--- config.mk ---
export PLATFORM = sky130hd
export DESIGN_NAME = acia_serial_interface_flat
export DESIGN_NICKNAME = d
export VERILOG_FILES = /design/src/acia_pkg.sv /design/src/acia_if.sv /design/src/acia_rx.sv /design/src/acia_regs.sv /design/src/acia_serial_interface.sv /design/src/flat_wrapper.sv
export VERILOG_INCLUDE_DIRS = /design/src /design/src/src
export SDC_FILE = /design/constraint.sdc
export NUM_CORES = 1
export LEC_CHECK = 0
export BUFFER_PORTS_ARGS = -buffer_cell sky130_fd_sc_hd__buf_2
export CAP_MARGIN = 25
export CORE_AREA = 4 4 124 126
export DETAILED_ROUTE_END_ITERATION = 16
export DIE_AREA = 0 0 128 130
export HOLD_SLACK_MARGIN = 0.05
export PLACE_DENSITY = 0.51
export SLEW_MARGIN = 10
export SYNTH_ARGS = -nofsm -noshare
export SYNTH_HDL_FRONTEND = slang
export SYNTH_SLANG_ARGS = --single-unit
--- constraint.sdc ---
create_clock -name clk_i -period 3.5 [get_ports clk_i]
set_input_delay 0.7 -clock clk_i [delete_from_list [all_inputs] [get_ports clk_i]]
set_output_delay 0.7 -clock clk_i [all_outputs]
set_load 0.005 [all_outputs]
--- src/acia_serial_interface_assert.svh ---
// assertion macros for the serial interface adapter
// expects clk_i and rst_ni in the scope of the including module
`ifndef ACIA_SERIAL_INTERFACE_ASSERT_SVH
`define ACIA_SERIAL_INTERFACE_ASSERT_SVH

// same-cycle implication, disabled during reset
`define ACIA_ASSERT_NOW(lbl, ante, cons) \
  lbl: assert property (@(posedge clk_i) disable iff (!rst_ni) (ante) |-> (cons)) \
    else $error("acia: same-cycle check failed");

// next-cycle implication, disabled during reset
`define ACIA_ASSERT_NEXT(lbl, ante, cons) \
  lbl: assert property (@(posedge clk_i) disable iff (!rst_ni) (ante) |=> (cons)) \
    else $error("acia: next-cycle check failed");

`endif

--- src/acia_pkg.sv ---
// types, status masks and shared constants for the serial interface adapter
// no dependencies
package acia_pkg;

  typedef enum logic [2:0] {
    CMD_READ    = 3'd0,
    CMD_WRITE   = 3'd1,
    CMD_RX_BIT  = 3'd2,
    CMD_RX_BYTE = 3'd3,
    CMD_SET_DCD = 3'd4,
    CMD_SET_CTS = 3'd5,
    CMD_TX_TAKE = 3'd6
  } cmd_e;

  typedef enum logic [1:0] {
    PH_START  = 2'd0,
    PH_DATA   = 2'd1,
    PH_PARITY = 2'd2,
    PH_STOP   = 2'd3
  } rx_phase_e;

  localparam logic [7:0] ST_RDRF = 8'h01;
  localparam logic [7:0] ST_TDRE = 8'h02;
  localparam logic [7:0] ST_DCD  = 8'h04;
  localparam logic [7:0] ST_CTS  = 8'h08;
  localparam logic [7:0] ST_FE   = 8'h10;
  localparam logic [7:0] ST_OVRN = 8'h20;
  localparam logic [7:0] ST_PE   = 8'h40;
  localparam logic [7:0] ST_IRQ  = 8'h80;

  localparam logic [1:0] CR_MASTER_RESET = 2'b11;
  localparam logic [1:0] CR_DIV64        = 2'b10;
  localparam logic [1:0] CR_TX_RTS_TIE   = 2'b01;
  localparam logic [1:0] CR_TX_RTS_HIGH  = 2'b10;

  localparam logic [3:0] RX_LEN7   = 4'd7;
  localparam logic [3:0] RX_LEN8   = 4'd8;
  localparam logic [3:0] RX_CNT_MAX = 4'd15;

  typedef struct packed {
    logic [2:0] command;
    logic       reg_select;
    logic [7:0] write_data;
    logic       line_bit;
    logic [7:0] rx_byte;
  } cmd_t;

  typedef struct packed {
    logic [7:0] read_data;
    logic       irq;
    logic       rts;
    logic       tx_pending;
    logic       byte_accepted;
    logic       tx_notify;
  } rsp_t;

  typedef struct packed {
    rx_phase_e  phase;
    logic [7:0] shift;
    logic [3:0] count;
    logic       parity;
    logic [1:0] div;
    logic       pe;
  } rx_state_t;

  typedef struct packed {
    logic       done;
    logic [7:0] data;
    logic       pe;
    logic       fe;
  } rx_frame_t;

  localparam rx_state_t RX_RESET = '{
    phase:  PH_START,
    shift:  8'h00,
    count:  4'd0,
    parity: 1'b0,
    div:    2'd0,
    pe:     1'b0
  };

endpackage

--- src/acia_if.sv ---
// valid/ready channel interfaces for adapter events and results
// no dependencies
interface acia_cmd_if;
  logic       valid;
  logic       ready;
  logic [2:0] command;
  logic       reg_select;
  logic [7:0] write_data;
  logic       line_bit;
  logic [7:0] rx_byte;

  modport source (output valid, command, reg_select, write_data, line_bit, rx_byte,
                  input ready);
  modport sink   (input valid, command, reg_select, write_data, line_bit, rx_byte,
                  output ready);
endinterface

interface acia_rsp_if;
  logic       valid;
  logic       ready;
  logic [7:0] read_data;
  logic       irq;
  logic       rts;
  logic       tx_pending;
  logic       byte_accepted;
  logic       tx_notify;

  modport source (output valid, read_data, irq, rts, tx_pending, byte_accepted, tx_notify,
                  input ready);
  modport sink   (input valid, read_data, irq, rts, tx_pending, byte_accepted, tx_notify,
                  output ready);
endinterface

--- src/acia_rx.sv ---
// bit receiver next-state logic: start, data, parity and stop phases
// depends on acia_pkg
module acia_rx (
  input  acia_pkg::rx_state_t cur_i,
  input  logic [4:0]          ctrl_i,
  input  logic                line_bit_i,
  output acia_pkg::rx_state_t nxt_o,
  output acia_pkg::rx_frame_t frame_o
);
  import acia_pkg::*;

  logic [1:0] div_n;
  logic [3:0] data_len;
  logic [3:0] count_n;
  logic       parity_n;

  assign div_n    = cur_i.div + 2'd1;
  assign data_len = ctrl_i[4] ? RX_LEN8 : RX_LEN7;
  assign count_n  = (cur_i.count != RX_CNT_MAX) ? cur_i.count + 4'd1 : cur_i.count;
  assign parity_n = cur_i.parity ^ line_bit_i;

  always_comb begin
    nxt_o         = cur_i;
    nxt_o.div     = div_n;
    frame_o.done  = 1'b0;
    frame_o.data  = cur_i.shift;
    frame_o.pe    = cur_i.pe;
    frame_o.fe    = ~line_bit_i;
    // divide-by-64 acts on every fourth line bit only
    if (!(ctrl_i[1:0] == CR_DIV64 && div_n != 2'd0)) begin
      unique case (cur_i.phase)
        PH_START: begin
          if (!line_bit_i) nxt_o.phase = PH_DATA;
        end
        PH_DATA: begin
          if (line_bit_i && !cur_i.count[3]) nxt_o.shift[cur_i.count[2:0]] = 1'b1;
          nxt_o.parity = parity_n;
          nxt_o.count  = count_n;
          if (count_n >= data_len) begin
            nxt_o.phase = (ctrl_i[4] && !ctrl_i[3]) ? PH_STOP : PH_PARITY;
          end
        end
        PH_PARITY: begin
          nxt_o.parity = parity_n;
          if (parity_n != ctrl_i[2]) nxt_o.pe = 1'b1;
          nxt_o.phase = PH_STOP;
        end
        PH_STOP: begin
          frame_o.done = 1'b1;
          nxt_o        = RX_RESET;
        end
        default: nxt_o = cur_i;
      endcase
    end
  end

endmodule

--- src/acia_regs.sv ---
// adapter register file: status, control, data registers and event decode
// depends on acia_pkg and acia_rx
module acia_regs (
  input  logic           clk_i,
  input  logic           rst_ni,
  input  logic           fire_i,
  input  acia_pkg::cmd_t cmd_i,
  output acia_pkg::rsp_t rsp_o
);
  import acia_pkg::*;

  logic [7:0] status_q, status_d;
  logic [7:0] control_q, control_d;
  logic [7:0] rdata_q, rdata_d;
  logic [7:0] tdata_q, tdata_d;
  rx_state_t  rx_q, rx_d;
  logic       ovrn_pend_q, ovrn_pend_d;
  logic       carrier_q, carrier_d;

  rx_state_t  rx_nxt;
  rx_frame_t  frame;
  logic [7:0] st;

  function automatic logic [7:0] refresh_f(logic [7:0] s, logic [7:0] c);
    logic fire;
    fire = 1'b0;
    if (c[6:5] == CR_TX_RTS_TIE) fire = ((s & ST_TDRE) != 8'h00) && ((s & ST_CTS) == 8'h00);
    if (c[7]) fire = fire || ((s & (ST_RDRF | ST_DCD | ST_OVRN)) != 8'h00);
    return (s & ~ST_IRQ) | (fire ? ST_IRQ : 8'h00);
  endfunction

  function automatic logic [7:0] view_f(logic [7:0] s, logic carrier);
    logic [7:0] v;
    v = s;
    if ((s & ST_CTS) != 8'h00) v = v & ~ST_TDRE;
    if (carrier) v = v | ST_DCD;
    return v;
  endfunction

  acia_rx u_rx (
    .cur_i      (rx_q),
    .ctrl_i     (control_q[4:0]),
    .line_bit_i (cmd_i.line_bit),
    .nxt_o      (rx_nxt),
    .frame_o    (frame)
  );

  always_comb begin
    st          = status_q;
    control_d   = control_q;
    rdata_d     = rdata_q;
    tdata_d     = tdata_q;
    rx_d        = rx_q;
    ovrn_pend_d = ovrn_pend_q;
    carrier_d   = carrier_q;
    rsp_o       = '0;
    unique case (cmd_e'(cmd_i.command))
      CMD_READ: begin
        if (!cmd_i.reg_select) begin
          rsp_o.read_data = view_f(status_q, carrier_q);
        end else begin
          st = st & ~(ST_DCD | ST_OVRN);
          // deferred overrun shows up on this read, byte stays full
          if (ovrn_pend_q) begin
            ovrn_pend_d = 1'b0;
            st          = st | ST_OVRN;
          end else begin
            st = st & ~ST_RDRF;
          end
          rsp_o.read_data = rdata_q;
        end
      end
      CMD_WRITE: begin
        if (!cmd_i.reg_select) begin
          if (cmd_i.write_data[1:0] == CR_MASTER_RESET) begin
            rdata_d     = 8'h00;
            tdata_d     = 8'h00;
            rx_d        = RX_RESET;
            ovrn_pend_d = 1'b0;
            st          = ST_TDRE | (status_q & ST_CTS);
            control_d   = 8'h00;
          end else begin
            control_d = cmd_i.write_data;
          end
        end else begin
          tdata_d         = cmd_i.write_data;
          st              = st & ~ST_TDRE;
          rsp_o.tx_notify = 1'b1;
        end
      end
      CMD_RX_BIT: begin
        rx_d = rx_nxt;
        if (frame.done) begin
          if ((status_q & ST_RDRF) != 8'h00) begin
            ovrn_pend_d = 1'b1;
          end else begin
            st = (st | ST_RDRF) & ~(ST_FE | ST_PE);
            if (frame.pe) st = st | ST_PE;
            if (frame.fe) st = st | ST_FE;
            rdata_d = frame.data;
          end
        end
      end
      CMD_RX_BYTE: begin
        if ((status_q & ST_RDRF) == 8'h00) begin
          st                  = (st | ST_RDRF) & ~(ST_FE | ST_PE);
          rdata_d             = cmd_i.rx_byte;
          rsp_o.byte_accepted = 1'b1;
        end
      end
      CMD_SET_DCD: begin
        if (cmd_i.line_bit && !carrier_q) st = st | ST_DCD;
        carrier_d = cmd_i.line_bit;
      end
      CMD_SET_CTS: begin
        st = (st & ~ST_CTS) | (cmd_i.line_bit ? ST_CTS : 8'h00);
      end
      CMD_TX_TAKE: begin
        st              = st | ST_TDRE;
        rsp_o.read_data = tdata_q;
      end
      default: st = status_q;
    endcase
    status_d         = refresh_f(st, control_d);
    rsp_o.irq        = (status_d & ST_IRQ) != 8'h00;
    rsp_o.rts        = !((control_d[6:5] == CR_TX_RTS_HIGH) || ((status_d & ST_RDRF) != 8'h00));
    rsp_o.tx_pending = (status_d & ST_TDRE) == 8'h00;
  end

  always_ff @(posedge clk_i or negedge rst_ni) begin
    if (!rst_ni) begin
      status_q    <= ST_TDRE;
      control_q   <= 8'h00;
      rdata_q     <= 8'h00;
      tdata_q     <= 8'h00;
      rx_q        <= RX_RESET;
      ovrn_pend_q <= 1'b0;
      carrier_q   <= 1'b0;
    end else if (fire_i) begin
      status_q    <= status_d;
      control_q   <= control_d;
      rdata_q     <= rdata_d;
      tdata_q     <= tdata_d;
      rx_q        <= rx_d;
      ovrn_pend_q <= ovrn_pend_d;
      carrier_q   <= carrier_d;
    end
  end

endmodule

--- src/acia_serial_interface.sv ---
// Serial interface adapter in the style of a classic ACIA. Each event beat (bus read or
// write, received line bit, received byte, DCD or CTS change, transmitter take) yields
// exactly one result beat. An event is latched into an input register; when the output
// register can advance, it is decoded and applied to the register file and its result
// lands in the output register. Throughput is one event per clock while results are
// taken. The input side keeps taking beats while a result waits; it stalls only when
// the output register is held and the input register is already full.
// depends on acia_pkg, acia_if, acia_regs and acia_serial_interface_assert.svh
module acia_serial_interface (
  input logic       clk_i,
  input logic       rst_ni,
  acia_cmd_if.sink   cmd_i,
  acia_rsp_if.source rsp_o
);
  import acia_pkg::*;

  logic           in_valid_q;
  cmd_t           in_q;
  logic           out_valid_q;
  rsp_t           out_q;
  rsp_t           rsp;
  logic           advance;
  logic           fire;

  assign advance     = !out_valid_q || rsp_o.ready;
  assign fire        = in_valid_q && advance;
  assign cmd_i.ready = !in_valid_q || advance;

  always_ff @(posedge clk_i or negedge rst_ni) begin
    if (!rst_ni) begin
      in_valid_q <= 1'b0;
    end else if (cmd_i.ready) begin
      in_valid_q <= cmd_i.valid;
    end
  end

  always_ff @(posedge clk_i) begin
    if (cmd_i.ready && cmd_i.valid) begin
      in_q <= '{command:    cmd_i.command,
                reg_select: cmd_i.reg_select,
                write_data: cmd_i.write_data,
                line_bit:   cmd_i.line_bit,
                rx_byte:    cmd_i.rx_byte};
    end
  end

  acia_regs u_regs (
    .clk_i  (clk_i),
    .rst_ni (rst_ni),
    .fire_i (fire),
    .cmd_i  (in_q),
    .rsp_o  (rsp)
  );

  always_ff @(posedge clk_i or negedge rst_ni) begin
    if (!rst_ni) begin
      out_valid_q <= 1'b0;
    end else if (advance) begin
      out_valid_q <= in_valid_q;
    end
  end

  always_ff @(posedge clk_i) begin
    if (fire) begin
      out_q <= rsp;
    end
  end

  assign rsp_o.valid         = out_valid_q;
  assign rsp_o.read_data     = out_q.read_data;
  assign rsp_o.irq           = out_q.irq;
  assign rsp_o.rts           = out_q.rts;
  assign rsp_o.tx_pending    = out_q.tx_pending;
  assign rsp_o.byte_accepted = out_q.byte_accepted;
  assign rsp_o.tx_notify     = out_q.tx_notify;

  `include "acia_serial_interface_assert.svh"

  // a data write always leaves a byte pending
  `ACIA_ASSERT_NOW(a_notify_pending, rsp_o.valid && rsp_o.tx_notify, rsp_o.tx_pending)
  // a stored byte fills the receive register, which drops rts
  `ACIA_ASSERT_NOW(a_accept_rts, rsp_o.valid && rsp_o.byte_accepted, !rsp_o.rts)
  // an accepted beat is held in the input register
  `ACIA_ASSERT_NEXT(a_in_latched, cmd_i.valid && cmd_i.ready, in_valid_q)

endmodule

--- src/flat_wrapper.sv ---
// flat-port wrapper written by rule: the top's interface ports become plain ports
module acia_serial_interface_flat import acia_pkg::*;
  (clk_i, rst_ni, cmd_i_valid, cmd_i_command, cmd_i_reg_select, cmd_i_write_data, cmd_i_line_bit, cmd_i_rx_byte, cmd_i_ready, rsp_o_valid, rsp_o_read_data, rsp_o_irq, rsp_o_rts, rsp_o_tx_pending, rsp_o_byte_accepted, rsp_o_tx_notify, rsp_o_ready);
  acia_cmd_if cmd_i_i ();
  acia_rsp_if rsp_o_i ();
  input logic clk_i;
  input logic rst_ni;
  input wire logic [$bits(cmd_i_i.valid)-1:0] cmd_i_valid;
  input wire logic [$bits(cmd_i_i.command)-1:0] cmd_i_command;
  input wire logic [$bits(cmd_i_i.reg_select)-1:0] cmd_i_reg_select;
  input wire logic [$bits(cmd_i_i.write_data)-1:0] cmd_i_write_data;
  input wire logic [$bits(cmd_i_i.line_bit)-1:0] cmd_i_line_bit;
  input wire logic [$bits(cmd_i_i.rx_byte)-1:0] cmd_i_rx_byte;
  output wire logic [$bits(cmd_i_i.ready)-1:0] cmd_i_ready;
  output wire logic [$bits(rsp_o_i.valid)-1:0] rsp_o_valid;
  output wire logic [$bits(rsp_o_i.read_data)-1:0] rsp_o_read_data;
  output wire logic [$bits(rsp_o_i.irq)-1:0] rsp_o_irq;
  output wire logic [$bits(rsp_o_i.rts)-1:0] rsp_o_rts;
  output wire logic [$bits(rsp_o_i.tx_pending)-1:0] rsp_o_tx_pending;
  output wire logic [$bits(rsp_o_i.byte_accepted)-1:0] rsp_o_byte_accepted;
  output wire logic [$bits(rsp_o_i.tx_notify)-1:0] rsp_o_tx_notify;
  input wire logic [$bits(rsp_o_i.ready)-1:0] rsp_o_ready;
  assign cmd_i_i.valid = cmd_i_valid;
  assign cmd_i_i.command = cmd_i_command;
  assign cmd_i_i.reg_select = cmd_i_reg_select;
  assign cmd_i_i.write_data = cmd_i_write_data;
  assign cmd_i_i.line_bit = cmd_i_line_bit;
  assign cmd_i_i.rx_byte = cmd_i_rx_byte;
  assign cmd_i_ready = cmd_i_i.ready;
  assign rsp_o_valid = rsp_o_i.valid;
  assign rsp_o_read_data = rsp_o_i.read_data;
  assign rsp_o_irq = rsp_o_i.irq;
  assign rsp_o_rts = rsp_o_i.rts;
  assign rsp_o_tx_pending = rsp_o_i.tx_pending;
  assign rsp_o_byte_accepted = rsp_o_i.byte_accepted;
  assign rsp_o_tx_notify = rsp_o_i.tx_notify;
  assign rsp_o_i.ready = rsp_o_ready;
  acia_serial_interface u_core (.clk_i(clk_i), .rst_ni(rst_ni), .cmd_i(cmd_i_i), .rsp_o(rsp_o_i));
endmodule
# ---- After elaboration in Yosys (flattened, before gate mapping)
# Index checks and enable logic that the tools add are counted.
dict set report totals {
  ff_bits 88
  inputBits 25
  out_inout_bits 15
  wordCells 164
}
dict set report op_classes {
  n_addsub 2
  n_lt_le_gt_ge 3
  n_eq_ne 30
  mux 57
  n_bitwise 5
  reduce_logical 41
}
# op count
set ops {}
lappend ops {{two-way mux 8 bit} 12}
lappend ops {{two-way mux 18 bit} 3}
lappend ops {{case mux 7 bit (7 select lines)} 1}
lappend ops {{two-way mux 7 bit} 6}
lappend ops {{case mux 18 bit (2 select lines)} 1}
lappend ops {{AND reduction 7 bit} 5}
lappend ops {{zero test 8 bit} 3}
lappend ops {{case mux 12 bit (2 select lines)} 1}
lappend ops {{case mux 8 bit (3 select lines)} 1}
lappend ops {{case mux 8 bit (2 select lines)} 1}
lappend ops {{two-way mux 1 bit} 14}
lappend ops {{inequality test 2 bit (second input constant)} 7}
lappend ops {{two-way mux 4 bit} 3}
lappend ops {{two-way mux 6 bit} 2}
lappend ops {{inequality test 3 x 2 -> 1 bit (second input constant)} 4}
lappend ops {{AND reduction 6 bit} 2}
lappend ops {{equality test 2 bit (second input constant)} 5}
lappend ops {{equality test 3 bit (second input constant)} 3}
lappend ops {{logical AND 1 bit} 8}
lappend ops {{two-way mux 2 bit} 4}
lappend ops {{OR 7 x 8 -> 8 bit} 1}
lappend ops {{OR 8 bit} 1}
lappend ops {{case mux 2 bit (4 select lines)} 1}
lappend ops {{nonzero test 8 bit} 1}
lappend ops {{other kinds (31)} 48}

# ---- Longest topological paths before layout
dict set report logic_depth {
  word_depth 15
  mapped_depth 9
  mapped_depth_nobuf 9
}

# ---- Cells and area by module
# From an unflattened synthesis, not the netlist that was laid out.
dict set report unflattened {
  hier_cells 427
  hier_area_um2 4478.0
}
# module n_inst cells_each area_each_um2 seq_area_each_um2
set by_module_without_submodules {}
lappend by_module_without_submodules {acia_regs 1 292 2693.8 1302.5}
lappend by_module_without_submodules {acia_serial_interface 1 42 1124.8 1071.0}
lappend by_module_without_submodules {acia_rx 1 93 659.4 0.0}

# ---- Worst setup path after synthesis
# No wires, ideal clock.
dict set report synth_timing {
  kind {register to register}
  start {reg u_core.u_regs.rx_q[5] in the netlist's numbering}
  end {reg u_core.u_regs.rx_q[16] in the netlist's numbering}
  setup_ns 0.137
  arrival_time_ns 2.009
  required_time_ns 3.363
  setup_slack_ns 1.354
  path_stages_with_launch 10
  path_buffers 0
  period_less_slack_ns 2.146
  cell_sequence {dfrtp_1 > ha_1 > nand3_1 > xnor2_1 > ha_1 > nand2b_1 > a211o_1 > o211ai_1 > a221o_1 > o221ai_1}
}
dict set report synth_between {
  elab_chain_len 5
  word_cells_on_any_way 6
  cone_classes {1 x add/sub; 1 x order compare; 2 x eq/ne; 1 x mux; 1 x reduce/logical}
}
# item line
set synth_rtl {}
lappend synth_rtl {{start: declaration} acia_regs.sv:16} ;# rx_state_t rx_q, rx_d;
lappend synth_rtl {{start signal: assignment} acia_regs.sv:144} ;# rx_q <= rx_d;
lappend synth_rtl {{adder 4 x 1 -> 4 bit or inequality test 4 bit (tied branches)} acia_rx.sv:19} ;# assign count_n = (cur_i.count != RX_CNT_MAX) ? cur_i.count + 4'd1 : cur_i.count;
lappend synth_rtl {{two-way mux 4 bit (*)} acia_rx.sv:19}
lappend synth_rtl {{greater-or-equal comparator 4 bit (*)} acia_rx.sv:39} ;# if (count_n >= data_len) begin
lappend synth_rtl {{inequality test 3 x 2 -> 1 bit (no source line) (*)} -}
lappend synth_rtl {{AND reduction 7 bit (no source line) (*)} -}
# Mark *: on every way between the ends. The rest lies on a longest branch, timed or not.
# A chain may end at the register's enable or synchronous reset.

# ---- Final worst setup path
dict set report layout_timing {
  start {reg u_core.u_regs.rx_q[4] in the netlist's numbering}
  end {reg u_core.u_regs.rx_q[16] in the netlist's numbering}
}
# Same word-level chain as after synthesis.

==> flow_summary.ini <==
[outcome]
status = finished clean

[sta]
final_hold_viol_count = 0
fmax_mhz = 400
min_period_over_period_pct = 71.5
period_minus_slack_ns = 2.50
finClkSkew_ns = 0.00711
rsz0062_at_grt = false
slew_headroom_pct = 53.9
slew_violations = 0
setup_viol = 0
whs_ns = 0.181
finalSetupTns_ns = 0
tightest_slew_ns = 0.691

[worst_setup_path]
cp-endpoint = u_core.u_regs.rx_q[16]
path_cells = ha_1 -> nand3_1 -> xnor2_1 -> ha_1 -> nand2b_1 -> a211o_1 -> o211ai_1 -> a221o_1 -> o221ai_1
cp_slowest_cell = dfrtp_1
reg2regPathDepth = 9
cp-end-kind = flop
critPathArrivalTime_ns = 2.71
critPathLaunchType = flop
crit_fanout = 10
path_buf_inv = 0
r2r-start = u_core.u_regs.rx_q[4]
critPathLaunch = u_core.u_regs.rx_q[4]
r2r_end = u_core.u_regs.rx_q[16]
critPathRequiredTime_ns = 3.71
path_class = reg -> reg
path_delay_family = compound AO/OA/AOI/OAI gates
cp_slowest_stage_delay_ns = 0.53
crit_cells = 9
reg2reg_slack_ns = 1.0
crit_top_cell = ha_1

[clock_network]
cts_hold_buffers = 0
clock_latency_ns = 0.34
path_clk_slew_ns = 0.07
cts_htree_levels = 3
cts.sinks = 88
root_buffer = clkbuf_16
cts_buffers = 9
post-cts-setup-buffers = 0
cts_tree = done
cts-resized-gates = 0
clk_path_buf_depth = 2

[finish]
drive_gt1_share_pct = 23.9
regArea_um2 = 2370
area_delta_synth_final_pct = 16.4
antenna_cells = 0
final_common_cell = dfrtp_1
multi_input_area_um2 = 1700
final_nets = 441
final_cell_mix = dfrtp_1, nand2_1, buf_2
n_fill_cell = 1425
postLayoutCoreUtil_pct = 34.4

[global_routing]
grt_pass1_wl_um = 15900
grt_use_total_pct = 12.4
antenna_found_initial = 0
grt-ovfl-total = 0
grt_max_degree = 40
grt_pass1_vias = 2965

[yosys]
syn_inst = 367
ys_async_sr_fraction_pct = 61.4
synth_nets = 403
synth_area_leaders = dfrtp_1, edfxtp_1, nand2_1
synth_top_area_share_pct = 31.4
yosysTopAreaCell = dfrtp_1
ys_ff_latch = 88
synth-edff-count = 34
syn_area_um2 = 4230
avgSynthCellArea_um2 = 11.5
synth-seq-area-share_pct = 56.2
ys.flop_type = dfrtp_1
synth_cell_types = 55
yosysWarnings = 0

[flow_run]
maxCapViolCount = 0

[placement]
place_congestion = 0.830
port_buffers = 39
hpwlAfterDp_um = 7190

[die]
start_util_pct = 29.5
pin_count = 40
core-area_um2 = 14300
die_y_um = 130
row_count = 44
die_x_um = 128
die_area_um2 = 16600

[route]
viasPerCell = 5.03
ant_nets = 0
wl_per_cell_um = 16.4
drtPass1Iterations = 4
drcViolationCount = 0
drtIter0Drc = 245
wl_um = 9750
vias = 2987

[pwr]
finalPower_w = 0.00294
p_leak_nw = 2.11
peakVddDrop_v = 0.000237
powerDensity_nw_per_um2 = 599

[min_path]
worstHoldPathType = in -> async
-- worst min-delay path by stage --
| stage | cells past startpoint | slack [ns] | to |
|---|---|---|---|
| 6_report | 1 | 0.18 | u_core.u_regs.rdata_q[1] |
| 5_1_grt | 1 | 0.18 | u_core.u_regs.rdata_q[3] |
| 4_1_cts | 1 | 0.50 | u_core.rsp_o.valid |
| 3_5_place_dp | 1 | 0.47 | u_core.rsp_o.valid |
| 3_3_place_gp | 2 | 0.47 | u_core.u_regs.control_q[1] |
| 2_1_floorplan | 0 | 0.40 | u_core.in_valid_q |
-- cell usage after synthesis, drive strengths merged (2+ instances only) --
master,instances
nor2,27
a41oi,3
o211a,2
nor3,5
o21ai,27
nand2,46
dfrtp,53
o221ai,4
and2,8
xnor2,3
nand2b,4
clkbuf,10
a21oi,8
a31oi,12
a22o,16
or3,2
edfxtp,34
ha,11
or4b,3
nor3b,4
mux2i,11
inv,12
nor2b,9
mux2,14
and3b,2
buf,9
nand3,7
nor4b,2
a211oi,3
o211ai,2
-- registers in the layout, summed over array words and instances, names as in the netlist --
name and count:
u_core.in_q 21, u_core.u_regs.rx_q 18, u_core.rsp_o.read_data 8, u_core.u_regs.control_q 8, u_core.u_regs.rdata_q 8, u_core.u_regs.status_q 8, u_core.u_regs.tdata_q 8, u_core.in_valid_q 1
u_core.rsp_o.byte_accepted 1, u_core.rsp_o.irq 1, u_core.rsp_o.rts 1, u_core.rsp_o.tx_notify 1, u_core.rsp_o.tx_pending 1, u_core.rsp_o.valid 1, u_core.u_regs.carrier_q 1, u_core.u_regs.ovrn_pend_q 1
-- kinds of logic (layout without fill, tap and decap cells) --
family / after synthesis / count (layout) / share of synthesized area, %
AO/OA/AOI/OAI: 84 / 84 / 13.7
XOR/XNOR: 3 / 3 / 0.622
adder cells (fa/ha/maj): 11 / 11 / 3.26
buffers and inverters: 31 / 74 / 3.61
flip-flops: 88 / 88 / 56.2
multiplexers: 25 / 25 / 6.34
AND/OR/NAND/NOR: 125 / 125 / 16.3
-- stage by stage --
stage                     setup slack [ns]  std cells  cell area, um^2
after CTS                            0.991        593             4900
final                                0.998        594             4920
after floorplan                       1.35        367             4230
after detailed placement              1.00        577             4590
after global routing                 0.763        594             4920
after global placement                1.11        577             4590
-- report_power, final --
group          internal (W)  switching (W)
logic              0.000247       0.000311
clock network      0.000560       0.000419
registers           0.00126       0.000152
-- area by class of cell --
cell class | instances | area share, %
Sequential cell | 88 | 48.3
Multi-Input combinational cell | 248 | 34.6
Timing Repair Buffer | 46 | 5.29
Tap cell | 184 | 4.68
Clock buffer | 9 | 4.58
Clock inverter | 7 | 1.65
Inverter | 12 | 0.916
-- routing by layer --
layer,wire (um),global-route usage [%]
met5,0,0
met4,292,6.18
met3,391,2.46
met2,4660,19.4
met1,4400,16.5
Note: power is estimated with default switching activity, not from simulation.
